$ cat src/rtl/core/bin2asc_pkg.sv
// Package for the binary to ASCII hex/decimal formatter: widths, format codes,
// controller states, command and status structs and the hex digit table.
// No dependencies.
`timescale 1ns / 1ps

package bin2asc_pkg;

    localparam int VALUE_W      = 64;
    localparam int ACTION_W     = 2;
    localparam int CHAR_W       = 8;
    localparam int NIB_W        = 4;
    localparam int HEX32_DIGITS = 8;
    localparam int HEX64_DIGITS = 16;
    localparam int BCD_DIGITS   = 10;
    localparam int BCD_W        = BCD_DIGITS * NIB_W;
    localparam int DEC_BITS     = 32;
    localparam int REM_W        = 5;
    localparam int BITCNT_W     = 5;

    localparam logic [ACTION_W-1:0] ACT_HEX32 = 2'd0;
    localparam logic [ACTION_W-1:0] ACT_HEX64 = 2'd1;
    localparam logic [ACTION_W-1:0] ACT_DEC32 = 2'd2;

    localparam logic [CHAR_W-1:0] CHAR_ZERO = 8'h30;
    localparam logic [CHAR_W-1:0] CHAR_X    = 8'h78;

    typedef enum logic [2:0] {
        ST_IDLE,
        ST_DABBLE,
        ST_LOAD_BCD,
        ST_SKIP,
        ST_PREFIX_ZERO,
        ST_PREFIX_X,
        ST_DIGITS
    } state_t;

    typedef enum logic [1:0] {
        SEL_ZERO,
        SEL_X,
        SEL_DIGIT
    } char_sel_t;

    typedef struct packed {
        logic      load;
        logic      dabble;
        logic      load_bcd;
        logic      shift;
        char_sel_t sel;
        logic      last;
    } cmd_t;

    typedef struct packed {
        logic top_zero;
        logic rem_one;
        logic bit_last;
    } stat_t;

    function automatic logic [CHAR_W-1:0] digit_char(input logic [NIB_W-1:0] nib);
        logic [CHAR_W-1:0] ch;
        case (nib)
            4'h0: ch = 8'h30;
            4'h1: ch = 8'h31;
            4'h2: ch = 8'h32;
            4'h3: ch = 8'h33;
            4'h4: ch = 8'h34;
            4'h5: ch = 8'h35;
            4'h6: ch = 8'h36;
            4'h7: ch = 8'h37;
            4'h8: ch = 8'h38;
            4'h9: ch = 8'h39;
            4'ha: ch = 8'h61;
            4'hb: ch = 8'h62;
            4'hc: ch = 8'h63;
            4'hd: ch = 8'h64;
            4'he: ch = 8'h65;
            default: ch = 8'h66;
        endcase
        return ch;
    endfunction

endpackage

$ cat src/rtl/core/bin2asc_if.sv
// Stream interfaces of the formatter: the number channel and the text channel.
// Depends on bin2asc_pkg for the payload widths.
`timescale 1ns / 1ps

interface bin2asc_num_if;
    import bin2asc_pkg::*;

    logic                valid;
    logic                ready;
    logic [VALUE_W-1:0]  value;
    logic [ACTION_W-1:0] action;

    modport source (output valid, value, action, input ready);
    modport sink (input valid, value, action, output ready);
endinterface

interface bin2asc_text_if;
    import bin2asc_pkg::*;

    logic              valid;
    logic              ready;
    logic [CHAR_W-1:0] character;
    logic              last;

    modport source (output valid, character, last, input ready);
    modport sink (input valid, character, last, output ready);
endinterface

$ cat src/rtl/core/bin2asc_ctrl.sv
// Controller state machine of the formatter: sequences the decimal conversion,
// leading zero skip, prefix and digit output. Depends on bin2asc_pkg.
`timescale 1ns / 1ps

module bin2asc_ctrl (
    input  logic                          clk,
    input  logic                          rst_n,
    input  logic                          in_valid,
    input  logic [bin2asc_pkg::ACTION_W-1:0] action,
    output logic                          in_ready,
    output logic                          out_valid,
    input  logic                          out_ready,
    input  bin2asc_pkg::stat_t            stat,
    output bin2asc_pkg::cmd_t             cmd
);
    import bin2asc_pkg::*;

    state_t state_reg, state_next;
    logic   dec_reg, dec_next;

    always_ff @(posedge clk or negedge rst_n)
    begin
        if (!rst_n)
        begin
            state_reg <= ST_IDLE;
            dec_reg   <= 1'b0;
        end
        else
        begin
            state_reg <= state_next;
            dec_reg   <= dec_next;
        end
    end

    always_comb
    begin
        state_next = state_reg;
        dec_next   = dec_reg;
        case (state_reg)
            ST_IDLE:
            begin
                if (in_valid)
                begin
                    dec_next = (action == ACT_DEC32);
                    if (action inside {ACT_HEX32, ACT_HEX64})
                        state_next = ST_SKIP;
                    else if (action == ACT_DEC32)
                        state_next = ST_DABBLE;
                end
            end
            ST_DABBLE:
            begin
                if (stat.bit_last)
                    state_next = ST_LOAD_BCD;
            end
            ST_LOAD_BCD:
                state_next = ST_SKIP;
            ST_SKIP:
            begin
                if (!stat.top_zero || stat.rem_one)
                    state_next = dec_reg ? ST_DIGITS : ST_PREFIX_ZERO;
            end
            ST_PREFIX_ZERO:
            begin
                if (out_ready)
                    state_next = ST_PREFIX_X;
            end
            ST_PREFIX_X:
            begin
                if (out_ready)
                    state_next = ST_DIGITS;
            end
            ST_DIGITS:
            begin
                if (out_ready && stat.rem_one)
                    state_next = ST_IDLE;
            end
            default:
                state_next = ST_IDLE;
        endcase
    end

    always_comb
    begin
        in_ready     = (state_reg == ST_IDLE);
        out_valid    = state_reg inside {ST_PREFIX_ZERO, ST_PREFIX_X, ST_DIGITS};
        cmd.load     = (state_reg == ST_IDLE) && in_valid;
        cmd.dabble   = (state_reg == ST_DABBLE);
        cmd.load_bcd = (state_reg == ST_LOAD_BCD);
        // Leading zero digits are dropped one per cycle; printed digits advance
        // on each completed text transaction.
        cmd.shift    = ((state_reg == ST_SKIP) && stat.top_zero && !stat.rem_one)
                       || ((state_reg == ST_DIGITS) && out_ready);
        cmd.last     = (state_reg == ST_DIGITS) && stat.rem_one;
        case (state_reg)
            ST_PREFIX_ZERO: cmd.sel = SEL_ZERO;
            ST_PREFIX_X:    cmd.sel = SEL_X;
            default:        cmd.sel = SEL_DIGIT;
        endcase
    end

endmodule

$ cat src/rtl/core/bin2asc_dp.sv
// Datapath of the formatter: digit shift register, bit-serial double dabble
// and character selection. Depends on bin2asc_pkg.
`timescale 1ns / 1ps

module bin2asc_dp (
    input  logic                             clk,
    input  logic [bin2asc_pkg::VALUE_W-1:0]  value,
    input  logic [bin2asc_pkg::ACTION_W-1:0] action,
    input  bin2asc_pkg::cmd_t                cmd,
    output bin2asc_pkg::stat_t               stat,
    output logic [bin2asc_pkg::CHAR_W-1:0]   character,
    output logic                             last
);
    import bin2asc_pkg::*;

    // While digits are output, the next digit to print sits in the top nibble of val_reg.
    logic [VALUE_W-1:0]  val_reg, val_next;
    logic [BCD_W-1:0]    bcd_reg, bcd_next;
    logic [BCD_W-1:0]    bcd_adj;
    logic [BITCNT_W-1:0] bit_cnt_reg, bit_cnt_next;
    logic [REM_W-1:0]    rem_reg, rem_next;

    always_comb
    begin
        for (int i = 0; i < BCD_DIGITS; i++)
        begin
            bcd_adj[i*NIB_W +: NIB_W] = (bcd_reg[i*NIB_W +: NIB_W] >= 4'd5)
                                      ? bcd_reg[i*NIB_W +: NIB_W] + 4'd3
                                      : bcd_reg[i*NIB_W +: NIB_W];
        end
    end

    always_comb
    begin
        val_next     = val_reg;
        bcd_next     = bcd_reg;
        bit_cnt_next = bit_cnt_reg;
        rem_next     = rem_reg;
        if (cmd.load)
        begin
            bcd_next     = '0;
            bit_cnt_next = '0;
            case (action)
                ACT_HEX32:
                begin
                    val_next = {value[DEC_BITS-1:0], {(VALUE_W-DEC_BITS){1'b0}}};
                    rem_next = REM_W'(HEX32_DIGITS);
                end
                ACT_HEX64:
                begin
                    val_next = value;
                    rem_next = REM_W'(HEX64_DIGITS);
                end
                ACT_DEC32:
                begin
                    val_next = {value[DEC_BITS-1:0], {(VALUE_W-DEC_BITS){1'b0}}};
                    rem_next = REM_W'(BCD_DIGITS);
                end
                default:
                begin
                    val_next = val_reg;
                    rem_next = rem_reg;
                end
            endcase
        end
        else if (cmd.dabble)
        begin
            bcd_next     = {bcd_adj[BCD_W-2:0], val_reg[VALUE_W-1]};
            val_next     = {val_reg[VALUE_W-2:0], 1'b0};
            bit_cnt_next = bit_cnt_reg + 1'b1;
        end
        else if (cmd.load_bcd)
        begin
            val_next = {bcd_reg, {(VALUE_W-BCD_W){1'b0}}};
            rem_next = REM_W'(BCD_DIGITS);
        end
        else if (cmd.shift)
        begin
            val_next = {val_reg[VALUE_W-NIB_W-1:0], {NIB_W{1'b0}}};
            rem_next = rem_reg - 1'b1;
        end
    end

    always_ff @(posedge clk)
    begin
        val_reg     <= val_next;
        bcd_reg     <= bcd_next;
        bit_cnt_reg <= bit_cnt_next;
        rem_reg     <= rem_next;
    end

    assign stat.top_zero = (val_reg[VALUE_W-1 -: NIB_W] == '0);
    assign stat.rem_one  = (rem_reg == REM_W'(1));
    assign stat.bit_last = (bit_cnt_reg == BITCNT_W'(DEC_BITS - 1));

    always_comb
    begin
        case (cmd.sel)
            SEL_ZERO: character = CHAR_ZERO;
            SEL_X:    character = CHAR_X;
            default:  character = digit_char(val_reg[VALUE_W-1 -: NIB_W]);
        endcase
    end

    assign last = cmd.last;

endmodule

$ cat src/rtl/core/binary_to_ascii_hex_dec.sv
// Binary to ASCII hex/decimal formatter, one number at a time.
// Hex: leading zero digits are skipped, then 2 prefix characters and the digits.
// Decimal: double dabble conversion and a BCD load, leading zero skip, then the digits.
// Text follows the number transaction once these steps are done; one character per cycle
// while the sink is ready; the next number is taken the cycle after the last character.
// Async active-low reset returns to idle.
`timescale 1ns / 1ps

module binary_to_ascii_hex_dec (
    input logic            clk,
    input logic            rst_n,
    bin2asc_num_if.sink    number,
    bin2asc_text_if.source text
);
    import bin2asc_pkg::*;

    cmd_t  cmd;
    stat_t stat;

    bin2asc_ctrl u_ctrl (
        .clk       (clk),
        .rst_n     (rst_n),
        .in_valid  (number.valid),
        .action    (number.action),
        .in_ready  (number.ready),
        .out_valid (text.valid),
        .out_ready (text.ready),
        .stat      (stat),
        .cmd       (cmd)
    );

    bin2asc_dp u_dp (
        .clk       (clk),
        .value     (number.value),
        .action    (number.action),
        .cmd       (cmd),
        .stat      (stat),
        .character (text.character),
        .last      (text.last)
    );

endmodule

$ cat src/flat_wrapper.sv
// flat-port wrapper written by rule: the top's interface ports become plain ports
module binary_to_ascii_hex_dec_flat import bin2asc_pkg::*;
  (clk, rst_n, number_valid, number_value, number_action, number_ready, text_valid, text_character, text_last, text_ready);
  bin2asc_num_if number_i ();
  bin2asc_text_if text_i ();
  input logic clk;
  input logic rst_n;
  input wire logic [$bits(number_i.valid)-1:0] number_valid;
  input wire logic [$bits(number_i.value)-1:0] number_value;
  input wire logic [$bits(number_i.action)-1:0] number_action;
  output wire logic [$bits(number_i.ready)-1:0] number_ready;
  output wire logic [$bits(text_i.valid)-1:0] text_valid;
  output wire logic [$bits(text_i.character)-1:0] text_character;
  output wire logic [$bits(text_i.last)-1:0] text_last;
  input wire logic [$bits(text_i.ready)-1:0] text_ready;
  assign number_i.valid = number_valid;
  assign number_i.value = number_value;
  assign number_i.action = number_action;
  assign number_ready = number_i.ready;
  assign text_valid = text_i.valid;
  assign text_character = text_i.character;
  assign text_last = text_i.last;
  assign text_i.ready = text_ready;
  binary_to_ascii_hex_dec u_core (.clk(clk), .rst_n(rst_n), .number(number_i), .text(text_i));
endmodule
$ cat config.mk
export PLATFORM = sky130hd
export DESIGN_NAME = binary_to_ascii_hex_dec_flat
export DESIGN_NICKNAME = d
export VERILOG_FILES = /design/src/rtl/core/bin2asc_pkg.sv /design/src/rtl/core/bin2asc_if.sv /design/src/rtl/core/bin2asc_ctrl.sv /design/src/rtl/core/bin2asc_dp.sv /design/src/rtl/core/binary_to_ascii_hex_dec.sv /design/src/flat_wrapper.sv
export SDC_FILE = /design/constraint.sdc
export NUM_CORES = 1
export LEC_CHECK = 0
export ABC_AREA = 1
export BUFFER_PORTS_ARGS = -buffer_cell sky130_fd_sc_hd__buf_4
export CAP_MARGIN = 10
export CORE_ASPECT_RATIO = 0.5
export CORE_UTILIZATION = 45
export CTS_BUF_LIST = sky130_fd_sc_hd__clkbuf_8
export CTS_CLUSTER_DIAMETER = 40
export DETAILED_ROUTE_END_ITERATION = 7
export GPL_TIMING_DRIVEN = 0
export PLACE_DENSITY_LB_ADDON = 0.1
export SLEW_MARGIN = 20
export SYNTH_ARGS = -nofsm -noshare
export SYNTH_HDL_FRONTEND = slang
export SYNTH_SLANG_ARGS = --single-unit
$ cat constraint.sdc
create_clock -name clk -period 7.35 [get_ports clk]
set_input_delay 1.1025 -clock clk [delete_from_list [all_inputs] [get_ports clk]]
set_output_delay 1.1025 -clock clk [all_outputs]
set_load 0.1 [all_outputs]
==> run summary, run 1 <==
Yosys mapped the design onto 41 distinct sky130hd cell types. The tools report the number of global-route vias before repair as 5978. Summed over all cells, the static leakage comes to 3.77 nW. The number of H-tree levels was 4; the non-filler instance count after layout was 1189.

The cell count after synthesis came out at 875. The count of inserted antenna diode cells is 0. The run gives 81 as the boundary pin count.

The setup total negative slack was 0 ns. The worst vdd rail ir drop is 0.000214 V, and the transition time at the pin with the least slew margin is 0.877 ns. The count of buffers added on input and output ports is 78. For the final hold violation count, the log shows 0. When the netlist entered floorplanning its net count stood at 971. For the overall routing resource usage, the log shows 0.250. No sink is reached through more buffers than the 2 on the longest clock path. After floorplanning, the core was divided into 32 placement rows. Static timing analysis puts the maximum clock frequency at 336 MHz. For the CTS sink count, the log shows 124.

In the routed design, unresolved DRC markers number 0. Dividing total power by cell area gives a power density of 510 mW/mm². The tools report the relative slew slack as 0.416. Critical path arrival: 1.87 ns. Setup repair after global routing left no endpoint under its margin. The tools report the aggregate routed wire length as 20.0 mm. The number of cells on the worst reg-to-reg path is 15.

For the worst setup path, the data required time is 6.25 ns. The logs give 0 for the global-route congestion overflow total and 0.00717 mm² for the total standard cell area after synthesis. The first routing iteration left 448 violations.

From left edge to right edge, the die measures 180 µm. The library cell used most frequently in the layout, excluding fill and tap cells, is sky130_fd_sc_hd__nand2_1. The floorplan step defined a die boundary enclosing 0.0165 mm².

After clock tree synthesis, the repair step resized 0 gates. Summed over all nets, the switching power comes to 0.00202 W. The logic gate share of total power came out at 0.503.

The class of the most critical setup path was flip-flop to output port. The run finished with clean final reports. The run gives 0.347 as the sequential share of power.

The number of antenna-violating nets in the routed design is 0, and the final count of negative-setup-slack endpoints is 0. The register with the most flip-flops in the layout has 64 of them. The wire-length estimate of the detail-placed layout is 15.0 mm. TritonCTS built the clock tree. After routing the design area is 0.00842 mm². Floorplan die height: 91.2 µm. The worst hold path belongs to the class input port to asynchronous set/reset pin.

Detailed-route via count: 6458. The smallest clock period supported by the final layout is computed as 2.98 ns. The routability congestion estimate from global placement is 0.895. The sequential element share of the synthesized area was 0.446; the worst setup slack after placement was 4.00 ns. The synthesis-to-finish area growth is 17.6%.

The clock transition at the registers of the reported paths was 0.07 ns. The clock arrives with 0.0164 ns of skew. The clock power share was 0.151. For the worst-skew pair, the clock arrives at the later sink with an insertion delay of 0.45 ns. The final layout contains 1068 nets. The wire length of the first global-routing pass is 31.6 mm, and the first-pass detailed-route iteration total is 5.

The mean number of vias per cell is 5.43, and the count of buffers added by post-CTS timing repair for setup is 0. Once placement completed, the tool counted placed cells totaling 1157. In the post-synthesis netlist, the biggest area contributors are sky130_fd_sc_hd__edfxtp_1, sky130_fd_sc_hd__dfxtp_1, sky130_fd_sc_hd__nand2_1. Slack of the worst reg-to-reg path: 4.54 ns. The average routed wire per standard cell was 16.8 µm; the maximum number of pins on one net before global-route repair was 67. The root buffer cell chosen for the clock tree is sky130_fd_sc_hd__clkbuf_8.

After detailed placement, the total cell area comes to 0.00801 mm². The initial antenna violation count came out at 0. The top cell types in the final layout, fill and taps aside, are sky130_fd_sc_hd__nand2_1, sky130_fd_sc_hd__inv_1, sky130_fd_sc_hd__o21ai_0. Counting the buffers created by CTS gives 17. The number of hold buffers added after CTS was 0. The run gives 0.462 as the initial core utilization. The logs give 0 for the number of warning messages in the yosys log and 0 for the max-slew violation count. The period utilization is 0.405. The area inside the core boundary was 0.0155 mm²; the end-of-flow core utilization was 0.544.

The cell internal power dissipation was 0.00228 W; the number of violations of the max-capacitance limit was 0. Critical-path maximum fanout: 8. The synthesized design contains 124 register bits. The fraction of final layout cells sized beyond drive strength 1 works out to 0.178.

The tools report the final worst-path setup slack as 4.37 ns. STA classifies the critical path startpoint as a flip-flop. Mean post-synth cell area: 8.19 µm². The net switching share of the total power came out at 0.470. Largest area contributor in the netlist: sky130_fd_sc_hd__edfxtp_1.

The fraction of post-synthesis cell area in the top cell type by area is 0.289. STA classifies the critical path endpoint as an output port.
==> critical path: stages (launching register included) <==
cell,delay [ns]
sky130_fd_sc_hd__dfrtp_1,0.34
sky130_fd_sc_hd__buf_6,0.14
sky130_fd_sc_hd__inv_2,0.06
sky130_fd_sc_hd__nor2_2,0.17
sky130_fd_sc_hd__nand2_1,0.12
sky130_fd_sc_hd__nand2_1,0.16
sky130_fd_sc_hd__inv_1,0.10
sky130_fd_sc_hd__nand2_1,0.07
sky130_fd_sc_hd__buf_4,0.28
==> layer usage <==
metal  track usage  up-vias  part of all wire
li1              -     3156                 -
met1         0.355     3038              0.48
met2         0.385      241              0.45
met3        0.0493       23             0.064
met4        0.0769        0             0.012
met5             0        -                 0
==> cells in the mapped netlist <==
cell                        number
sky130_fd_sc_hd__nand2_1       201
sky130_fd_sc_hd__inv_1          90
sky130_fd_sc_hd__o21ai_0        90
sky130_fd_sc_hd__edfxtp_1       69
sky130_fd_sc_hd__a21oi_1        56
sky130_fd_sc_hd__dfxtp_1        51
sky130_fd_sc_hd__nor2_1         46
sky130_fd_sc_hd__nand3_1        34
sky130_fd_sc_hd__o211ai_1       34
sky130_fd_sc_hd__a22oi_1        27
sky130_fd_sc_hd__buf_2          27
sky130_fd_sc_hd__ha_1           26
sky130_fd_sc_hd__mux2i_1        23
sky130_fd_sc_hd__xor2_1         14
sky130_fd_sc_hd__clkbuf_1       11
sky130_fd_sc_hd__inv_2           9
sky130_fd_sc_hd__o22ai_1         9
sky130_fd_sc_hd__nand2_2         8
sky130_fd_sc_hd__nor3_1          7
sky130_fd_sc_hd__o21ai_1         5
sky130_fd_sc_hd__buf_6           4
sky130_fd_sc_hd__dfrtp_1         4
sky130_fd_sc_hd__nor2_2          4
sky130_fd_sc_hd__nand2_4         3
sky130_fd_sc_hd__nand3_2         3
sky130_fd_sc_hd__and2_0          2
sky130_fd_sc_hd__buf_4           2
sky130_fd_sc_hd__conb_1          2
sky130_fd_sc_hd__xnor2_1         2
sky130_fd_sc_hd__a21oi_2         1
sky130_fd_sc_hd__a22o_1          1
sky130_fd_sc_hd__a31oi_1         1
sky130_fd_sc_hd__clkinv_1        1
sky130_fd_sc_hd__inv_4           1
sky130_fd_sc_hd__nand3_4         1
sky130_fd_sc_hd__nor2_4          1
sky130_fd_sc_hd__o211ai_2        1
sky130_fd_sc_hd__o221ai_1        1
sky130_fd_sc_hd__o2bb2ai_1       1
sky130_fd_sc_hd__o311ai_0        1
sky130_fd_sc_hd__or2_2           1
==> path summary, 6_finish.rpt <==
check                                           start                    endpoint
setup / recovery           u_core.u_ctrl.state_reg[0]                  text_valid
hold / removal                                  rst_n       u_core.u_ctrl.dec_reg
setup reg to reg           u_core.u_ctrl.state_reg[2]                   flip-flop
hold reg to reg            u_core.u_dp.bit_cnt_reg[3]  u_core.u_dp.bit_cnt_reg[3]
max in group asynchronous                       rst_n  u_core.u_ctrl.state_reg[1]
min in group clk           u_core.u_dp.bit_cnt_reg[3]  u_core.u_dp.bit_cnt_reg[3]
==> stage by stage <==
step | hold WS, ns | power (W)
finish | 0.440 | 0.00430
global route | 0.424 | 0.00462
CTS | 0.418 | 0.00428
detailed placement | 0.442 | 0.00363
global placement | 0.438 | 0.00359
floorplan | 0.422 | 0.00303
==> power by group through the flow <==
stage | Combinational [W] | Sequential (W) | Clock [W]
after floorplan | 0.00161 | 0.00141 | 0
after global placement | 0.00210 | 0.00149 | 0
after detailed placement | 0.00214 | 0.00149 | 0
after CTS | 0.00215 | 0.00148 | 0.000654
after global routing | 0.00241 | 0.00153 | 0.000684
final | 0.00216 | 0.00149 | 0.000648
==> cell type report <==
| type | count | area (µm²) |
|---|---|---|
| multi-input cells | 606 | 3350 |
| clock buffers | 18 | 248 |
| fillers | 1505 | 7070 |
| repair buffers | 78 | 586 |
| clock inverters | 14 | 168 |
| plain buffers | 44 | 236 |
| inverters | 101 | 384 |
| well taps | 204 | 255 |
| flip-flops and latches | 124 | 3190 |
==> cells by family (layout without fill, tap and decap cells) <==
logic type / after synthesis / in the layout / share of synthesized area
fa+ha+maj: 26 / 26 / 0.0454
mux: 23 / 23 / 0.0321
xor+xnor: 16 / 16 / 0.0196
flops: 124 / 124 / 0.446
simple gates: 311 / 311 / 0.184
buf+inv: 145 / 255 / 0.0863
other cells: 2 / 2 / 0.00105
compound gates: 228 / 228 / 0.186
No activity file was read; power rests on OpenSTA's default activity.
==> run 2, diff against run 1 <==
==> constraint.sdc (replaced) <==
create_clock -name clk -period 2.44 [get_ports clk]
set_input_delay 0.366 -clock clk [delete_from_list [all_inputs] [get_ports clk]]
set_output_delay 0.366 -clock clk [all_outputs]
set_load 0.1 [all_outputs]
==> run summary, run 2 (synthesis results as in run 1) <==
The routability congestion estimate from global placement is 0.885. After clock tree synthesis, the clock-pin slew on the worst setup and hold paths is 0.09 ns. The critical path is of the flip-flop to output port type.

IR analysis of the VDD net gives a maximum drop of 0.000757 V. The detailed-route DRC error count was 0. After floorplanning, the core was divided into 32 placement rows. The worst setup path is captured at an output port.

The final critical-path required period works out to 2.25 ns. The H-tree was split into 4 levels. The final count of negative-setup-slack endpoints is 0, and the transition time at the pin with the least slew margin is 0.634 ns. In this run the vertical extent of the chip is 91.2 µm. The tool flagged a number of max-cap violations equal to 0. The region available for standard cell placement spans 0.0155 mm². The count of inserted antenna diode cells is 0, and the area of the die is 0.0165 mm². The run gives 0 as the final hold violation count. Once detailed placement completed, the half-perimeter wirelength came to 14.9 mm.

Detailed routing inserted a total of 6535 vias. Highest-utilization routing layer at the global route stage: met2. The final layout contains routed wiring with a total length of 20.5 mm. The static leakage power was 3.77 nW; the slack of the worst reg-to-reg path was 0.21 ns. The endpoint required time on the critical path was 2.07 ns; the setup total negative slack was 0 ns.

The clock net in this run drives a total of 124 sinks. The number of cells on the worst reg-to-reg path is 17. For this run the aggregate overflow at the end of global routing stands at 0. Dividing the detail-routed wire length by the instance count gives 17.1 µm.

Leaving out fill and tap cells, the most frequent cells in the layout are sky130_fd_sc_hd__nand2_1, sky130_fd_sc_hd__inv_1, sky130_fd_sc_hd__o21ai_0. Summing internal, switching and leakage power gives 0.0131 W. Power spread over the standard cell area amounts to 1550 mW/mm². The worst setup path is launched from a flip-flop.

For the maximum count of clock buffers along a single path, the log shows 2. Clock root buffer master: sky130_fd_sc_hd__clkbuf_8. The layout net count was 1072; the met1 routing resource usage after global routing was 0.367. The relative slew slack came out at 0.577. The maximum number of pins on one net before global-route repair came out at 34.

The detail route stage leaves a number of antenna-violating nets equal to 0. The worst hold path belongs to the class input port to flip-flop. The period utilization works out to 0.924. The clock insertion delay at the later pin of the skew report is 0.46 ns.

The most frequent standard cell in the layout excluding fill and tap cells was sky130_fd_sc_hd__nand2_1. The number of clock buffers added by TritonCTS is 17. The count of routing violations after the opening detailed-route iteration is 535.

The first-pass detailed-route iteration total is 5. For the overall routing resource usage, the log shows 0.257. The initial core utilization was 0.462. In this run the most critical hold path is launched from number_value[26]. The width of the die was 180 µm; the met2 usage was 0.399.

The flow ran to the end, and the final reports show no timing, DRC or antenna violations. Data on the critical path arrives at its endpoint at 1.89 ns. For the final database, setup skew stands at 0.0184 ns. The synthesis-to-finish area growth was 18.5%. Initial antenna violation count: 0. Static timing analysis puts the maximum clock frequency at 444 MHz. Critical-path maximum fanout: 6.

TritonCTS built the clock tree. After detailed routing, the number of vias per cell comes to 5.48. The met3 track utilization from global routing is 0.0441, and the total of buffers placed on input and output ports is 78.

The wire length of the first global-routing pass was 32.5 mm; the number of flip-flops in the largest register was 64. Worst-case hold path end point: u_core.u_dp.val_reg[26]. The startpoint identified for the worst register-to-register timing path is u_core.u_dp.rem_reg[1].

The worst hold path cell count is 3. For this design the top-level I/O count stands at 81. The max-slew violation count is 0.

The fraction of final layout cells sized beyond drive strength 1 is 0.182, and the number of global-route vias before repair is 6137.
## run 2: cell count changes in the layout (fill, tap and decap cells not counted), sizes merged
cell and change:
dlygate4sd3 +1, clkinvlp +4, clkbuf -1, buf +2, inv -2
## run 2: timing repair
action | 4_1_cts | 5_1_grt
buffers inserted | 0 | 2
cloned | 1 | 0
hold buffers | 1 | 0
setup endpoints to repair | 3 | 2
gates resized for setup | 4 | 4
hold endpoints to repair | 4 | 0
pin swaps | 0 | 1
## run 2: how the worst max path moves through the flow
stage                                           from  depth (start not counted)                end  slack (ns)
final                     u_core.u_ctrl.state_reg[1]                          6         text_valid        0.19
after floorplan           u_core.u_ctrl.state_reg[0]                          6  text_character[0]        0.02
after global placement        u_core.u_dp.rem_reg[0]                         16          flip-flop       -0.37
after CTS                     u_core.u_dp.rem_reg[1]                         17          flip-flop        0.03
after global routing          u_core.u_dp.rem_reg[1]                         17          flip-flop     -0.0003
after detailed placement  u_core.u_ctrl.state_reg[2]                         15          flip-flop       -0.44
## run 2: per-layer routing
metal,part of all wire,up-vias
li1,-,3170
met4,0.013,0
met3,0.069,28
met5,0,-
met2,0.44,245
met1,0.48,3092
## run 2: layout make-up
| cell class | instances | area (µm²) |
|---|---|---|
| Fill cell | 1490 | 7000 |
| Multi-Input combinational cell | 606 | 3380 |
| Sequential cell | 124 | 3190 |
| Timing Repair Buffer | 81 | 611 |
| Inverter | 101 | 400 |
| Tap cell | 204 | 255 |
| Buffer | 44 | 236 |
| Clock buffer | 17 | 234 |
| Clock inverter | 15 | 173 |
| Timing Repair inverter | 1 | 8.76 |
## run 2: per-stage QoR
step / setup WS, ns / util / hold slack (ns) / std cells / instance area (µm²)
final: 0.187 / 0.548 / 0.198 / 1193 / 8490
after global routing: -0.000344 / 0.548 / 0.210 / 1193 / 8490
after CTS: 0.0325 / 0.546 / 0.201 / 1191 / 8460
after detailed placement: -0.438 / 0.517 / 0.164 / 1157 / 8020
after global placement: -0.365 / 0.517 / 0.163 / 1157 / 8020
after floorplan: 0.0185 / - / 0.0704 / 875 / 7180
## run 2: report_power, final
part	total [W]	switching, W	internal, W
combinational	0.00674	0.00462	0.00212
clock	0.00194	0.000930	0.00101
sequential	0.00447	0.000702	0.00376
## run 2: worst max-delay path, cell delays in order, from the launching register on
cell and delay (ns):
sky130_fd_sc_hd__dfrtp_1 0.49, sky130_fd_sc_hd__nor2_2 0.23, sky130_fd_sc_hd__nand2_1 0.11, sky130_fd_sc_hd__nand2_1 0.15, sky130_fd_sc_hd__inv_1 0.10, sky130_fd_sc_hd__nand2_1 0.06, sky130_fd_sc_hd__buf_4 0.28
==> run 3, diff against run 2 <==
--- a/config.mk
+++ b/config.mk
@@ -18,4 +18,5 @@
 export SLEW_MARGIN = 20
 export SYNTH_ARGS = -nofsm -noshare
 export SYNTH_HDL_FRONTEND = slang
+export SYNTH_HIERARCHICAL = 1
 export SYNTH_SLANG_ARGS = --single-unit
==> run summary, run 3 <==
The number of buffers and inverters on the critical path is 5. The number of register bits inferred by synthesis was 124; the maximum achievable frequency was 425 MHz. The cell area that synthesis handed to floorplanning was 0.00729 mm². After clock tree synthesis, the clock-pin slew on the worst setup and hold paths is 0.08 ns. By count the netlist is led by sky130_fd_sc_hd__nand2_1, sky130_fd_sc_hd__o21ai_0, sky130_fd_sc_hd__inv_1. In the layout the commonest cells are sky130_fd_sc_hd__nand2_1, sky130_fd_sc_hd__buf_4, sky130_fd_sc_hd__o21ai_0. The die is 182 µm wide. The worst setup path is launched from a flip-flop.

The Yosys step of the flow raised 6 warnings. The most frequent standard cell in the layout excluding fill and tap cells is sky130_fd_sc_hd__nand2_1. The root buffer cell chosen for the clock tree is sky130_fd_sc_hd__clkbuf_8. The HPWL after detailed placement is 16.4 mm. Sorting the synthesized cells by area gives the leading types as sky130_fd_sc_hd__edfxtp_1, sky130_fd_sc_hd__dfxtp_1, sky130_fd_sc_hd__nand2_1.

TritonCTS built the clock tree. The maximum count of clock buffers along a single path came out at 2. The first routing iteration left 661 violations. On the critical path the largest part of the delay comes from buffers and inverters. In the synthesized netlist the dominant register cell turns out to be sky130_fd_sc_hd__edfxtp_1.

The worst setup path is captured at a flip-flop. The logs give 0.438 for the sequential element share of the synthesized area and 6491 for the number of global-route vias before repair. Setup violations remaining at the end of the flow were counted as 0. The max-slew violation count was 0. The flow ran to the end, and the final reports show no timing, DRC or antenna violations.

The number of synthesized flops with an enable pin is 69, and the number of violations of the max-capacitance limit is 0. Entering global routing, the biggest net connects 36 pins. After synthesis, the largest family of logic cells by area is simple AND/OR/NAND/NOR gates.

In the synthesized netlist, the number of instances is 912. The first global-routing pass estimated 35.2 mm of wire. At the later pin of the worst-skew pair, clock insertion delay measures 0.44 ns. The detailed-route via count is 6983, and the period utilization is 0.965.

The signal on the critical path passes through buf_4, inv_2, nand2_1, nor2_2, buf_6, clkbuf_4, buf_1, o21ai_0, o211ai_1. The proportion of synthesized area in mux cells works out to 0. Power spread over the standard cell area amounts to 1540 mW/mm². For the end-of-flow core utilization, the log shows 0.580. The synthesis-to-finish area growth was 24.4%; the fraction of the mapped netlist area in compound gates was 0.201. The first TritonRoute pass finished after 6 iterations. Final hold violation count: 0. Hold is met by 0.210 ns. The critical path arrival was 2.63 ns; the fraction of post-synthesis cell area in the top cell type by area was 0.284.

For the routability congestion estimate from global placement, the log shows 0.915. Among all stages on the critical path, the largest delay is contributed by sky130_fd_sc_hd__buf_1. The filler cells instantiated in the layout total 1445.

The run gives 17 as the number of buffers added by the clock tree synthesis step. The tools report the count of cell types in the netlist as 42. IR analysis of the VDD net gives a maximum drop of 0.000941 V. Area of the die: 0.0167 mm². The initial antenna violation count was 0; the global-route congestion overflow total was 0.

The logs give 0.467 for the initial core utilization and 1012 for the post-synth net total. During placement, the flow inserted port buffers numbering 78. The class of the most critical setup path is flip-flop to flip-flop. The number of H-tree levels is 4, and the CTS sink count is 124. The register with the most flip-flops in the layout has 64 of them.

The post-synthesis simple-gate area fraction came out at 0.203. The cell with the most instances after synthesis was sky130_fd_sc_hd__nand2_1. Measured along the y axis, the die boundary spans 92.0 µm. The async set-reset flop share out of synthesis is 0.0323, and the count of inserted antenna diode cells is 0.

After floorplanning, the core was divided into 32 placement rows. At the worst endpoint, the required time is 2.71 ns. The critical-path maximum fanout is 10. The min-delay analysis places its worst path in the category input port to flip-flop. Setup repair after global routing could not meet its margin everywhere.

For the pin with the worst max-slew slack, the measured transition is 0.773 ns. For the final worst clock skew, the log shows 0.0118 ns. The critical path's largest stage delay is 0.41 ns.

The average routed wire per standard cell was 18.2 µm. The largest area contributor in the netlist is sky130_fd_sc_hd__edfxtp_1. The aggregate routed wire length was 23.0 mm. The net count of the finished layout is 1149.

Number of antenna-violating nets in the routed design: 0. For the overall routing resource usage, the log shows 0.281. For this design the static power due to leakage is 3.94 nW.

Final critical-path required period: 2.36 ns. The relative slew slack was 0.485; the fraction of final layout cells sized beyond drive strength 1 was 0.228. Dividing the detail-routed via count by the number of cells gives 5.52. After floorplanning, the core was sized to cover 0.0156 mm².

The post-synthesis xor/xnor area fraction is 0.0108. The adder-cell share of the synthesized area came out at 0.0515. The boundary pin count was 81; the mean post-synth cell area was 7.99 µm². The detailed-route DRC error count is 0.
[run 3: metrics by stage]
step / total power (W) / setup slack (ns) / instances / cell area (µm²) / setup TNS (ns)
6_report: 0.0140 / 0.0850 / 1266 / 9060 / 0
5_1_grt: 0.0149 / -0.0759 / 1266 / 9060 / -0.151
4_1_cts: 0.0134 / 0.0119 / 1262 / 8950 / 0
3_5_place_dp: 0.0107 / -0.740 / 1194 / 8130 / -18.07
3_3_place_gp: 0.0106 / -0.705 / 1194 / 8130 / -15.66
2_1_floorplan: 0.00877 / 0.0113 / 912 / 7290 / 0
[run 3: logic make-up (layout without fill, tap and decap cells)]
group                    after synthesis  after routing
AO/OA/AOI/OAI                        240            240
XOR/XNOR                               9              9
adder cells (fa/ha/maj)               30             30
buffers and inverters                161            311
flip-flops                           124            124
other                                  2              2
AND/OR/NAND/NOR                      346            346
[run 3: report_power, final]
| part | leakage, nW | total (W) | internal (W) | switching (W) |
|---|---|---|---|---|
| clock network | 0.223 | 0.00210 | 0.00118 | 0.000920 |
| logic | 2.57 | 0.00745 | 0.00254 | 0.00491 |
| registers | 1.14 | 0.00441 | 0.00372 | 0.000690 |
| total | 3.94 | 0.0140 | 0.00744 | 0.00652 |
[run 3: tightest hold or removal path, cell delays in order]
cell and delay, ns:
sky130_fd_sc_hd__buf_4 0.09, sky130_fd_sc_hd__a32oi_1 0.04, sky130_fd_sc_hd__nand2_1 0.05
[run 3: repair_timing]
action,CTS,global route
gates resized for setup,24,28
setup endpoints to repair,25,65
endpoints found under the hold margin,4,0
setup buffers,33,6
gates cloned,2,0
hold buffers,1,0
pin swaps,7,18
[run 3: per-layer routing]
metal  share of wire  vias to the layer above  routed length (µm)  track usage
met4          0.0084                        0                 193       0.0665
met2            0.43                      276                9860        0.418
li1                -                     3388                   -            -
met3            0.10                       24                2370       0.0862
met5               0                        -                   0            0
met1            0.46                     3295               10600        0.398
[run 3: layout make-up]
| class | instances | area (µm²) | area share |
|---|---|---|---|
| buffer | 50 | 280 | 0.0309 |
| clock buffer | 19 | 262 | 0.0289 |
| clock inverter | 13 | 186 | 0.0206 |
| inverter | 111 | 434 | 0.0479 |
| multi-input combinational | 627 | 3540 | 0.391 |
| sequential | 124 | 3190 | 0.352 |
| tap | 204 | 255 | 0.0282 |
| timing repair buffer | 116 | 888 | 0.0980 |
| timing repair inverter | 2 | 20.0 | 0.00221 |
[run 3: final timing paths]
check | start | to | slack [ns] | cells past startpoint
max | u_core/u_ctrl/state_reg[0] | u_core/u_dp/val_reg[55] | 0.08 | 9
min | number_value[4] | u_core/u_dp/val_reg[4] | 0.21 | 3
max reg2reg | u_core/u_ctrl/state_reg[0] | u_core/u_dp/val_reg[55] | 0.08 | 9
min reg2reg | u_core/u_dp/bcd_reg[37] | u_core/u_dp/bcd_reg[38] | 0.49 | 2
max in group asynchronous | rst_n | u_core/u_ctrl/state_reg[1] | 2.08 | 2
min in group asynchronous | rst_n | u_core/u_ctrl/state_reg[2] | 0.25 | 2
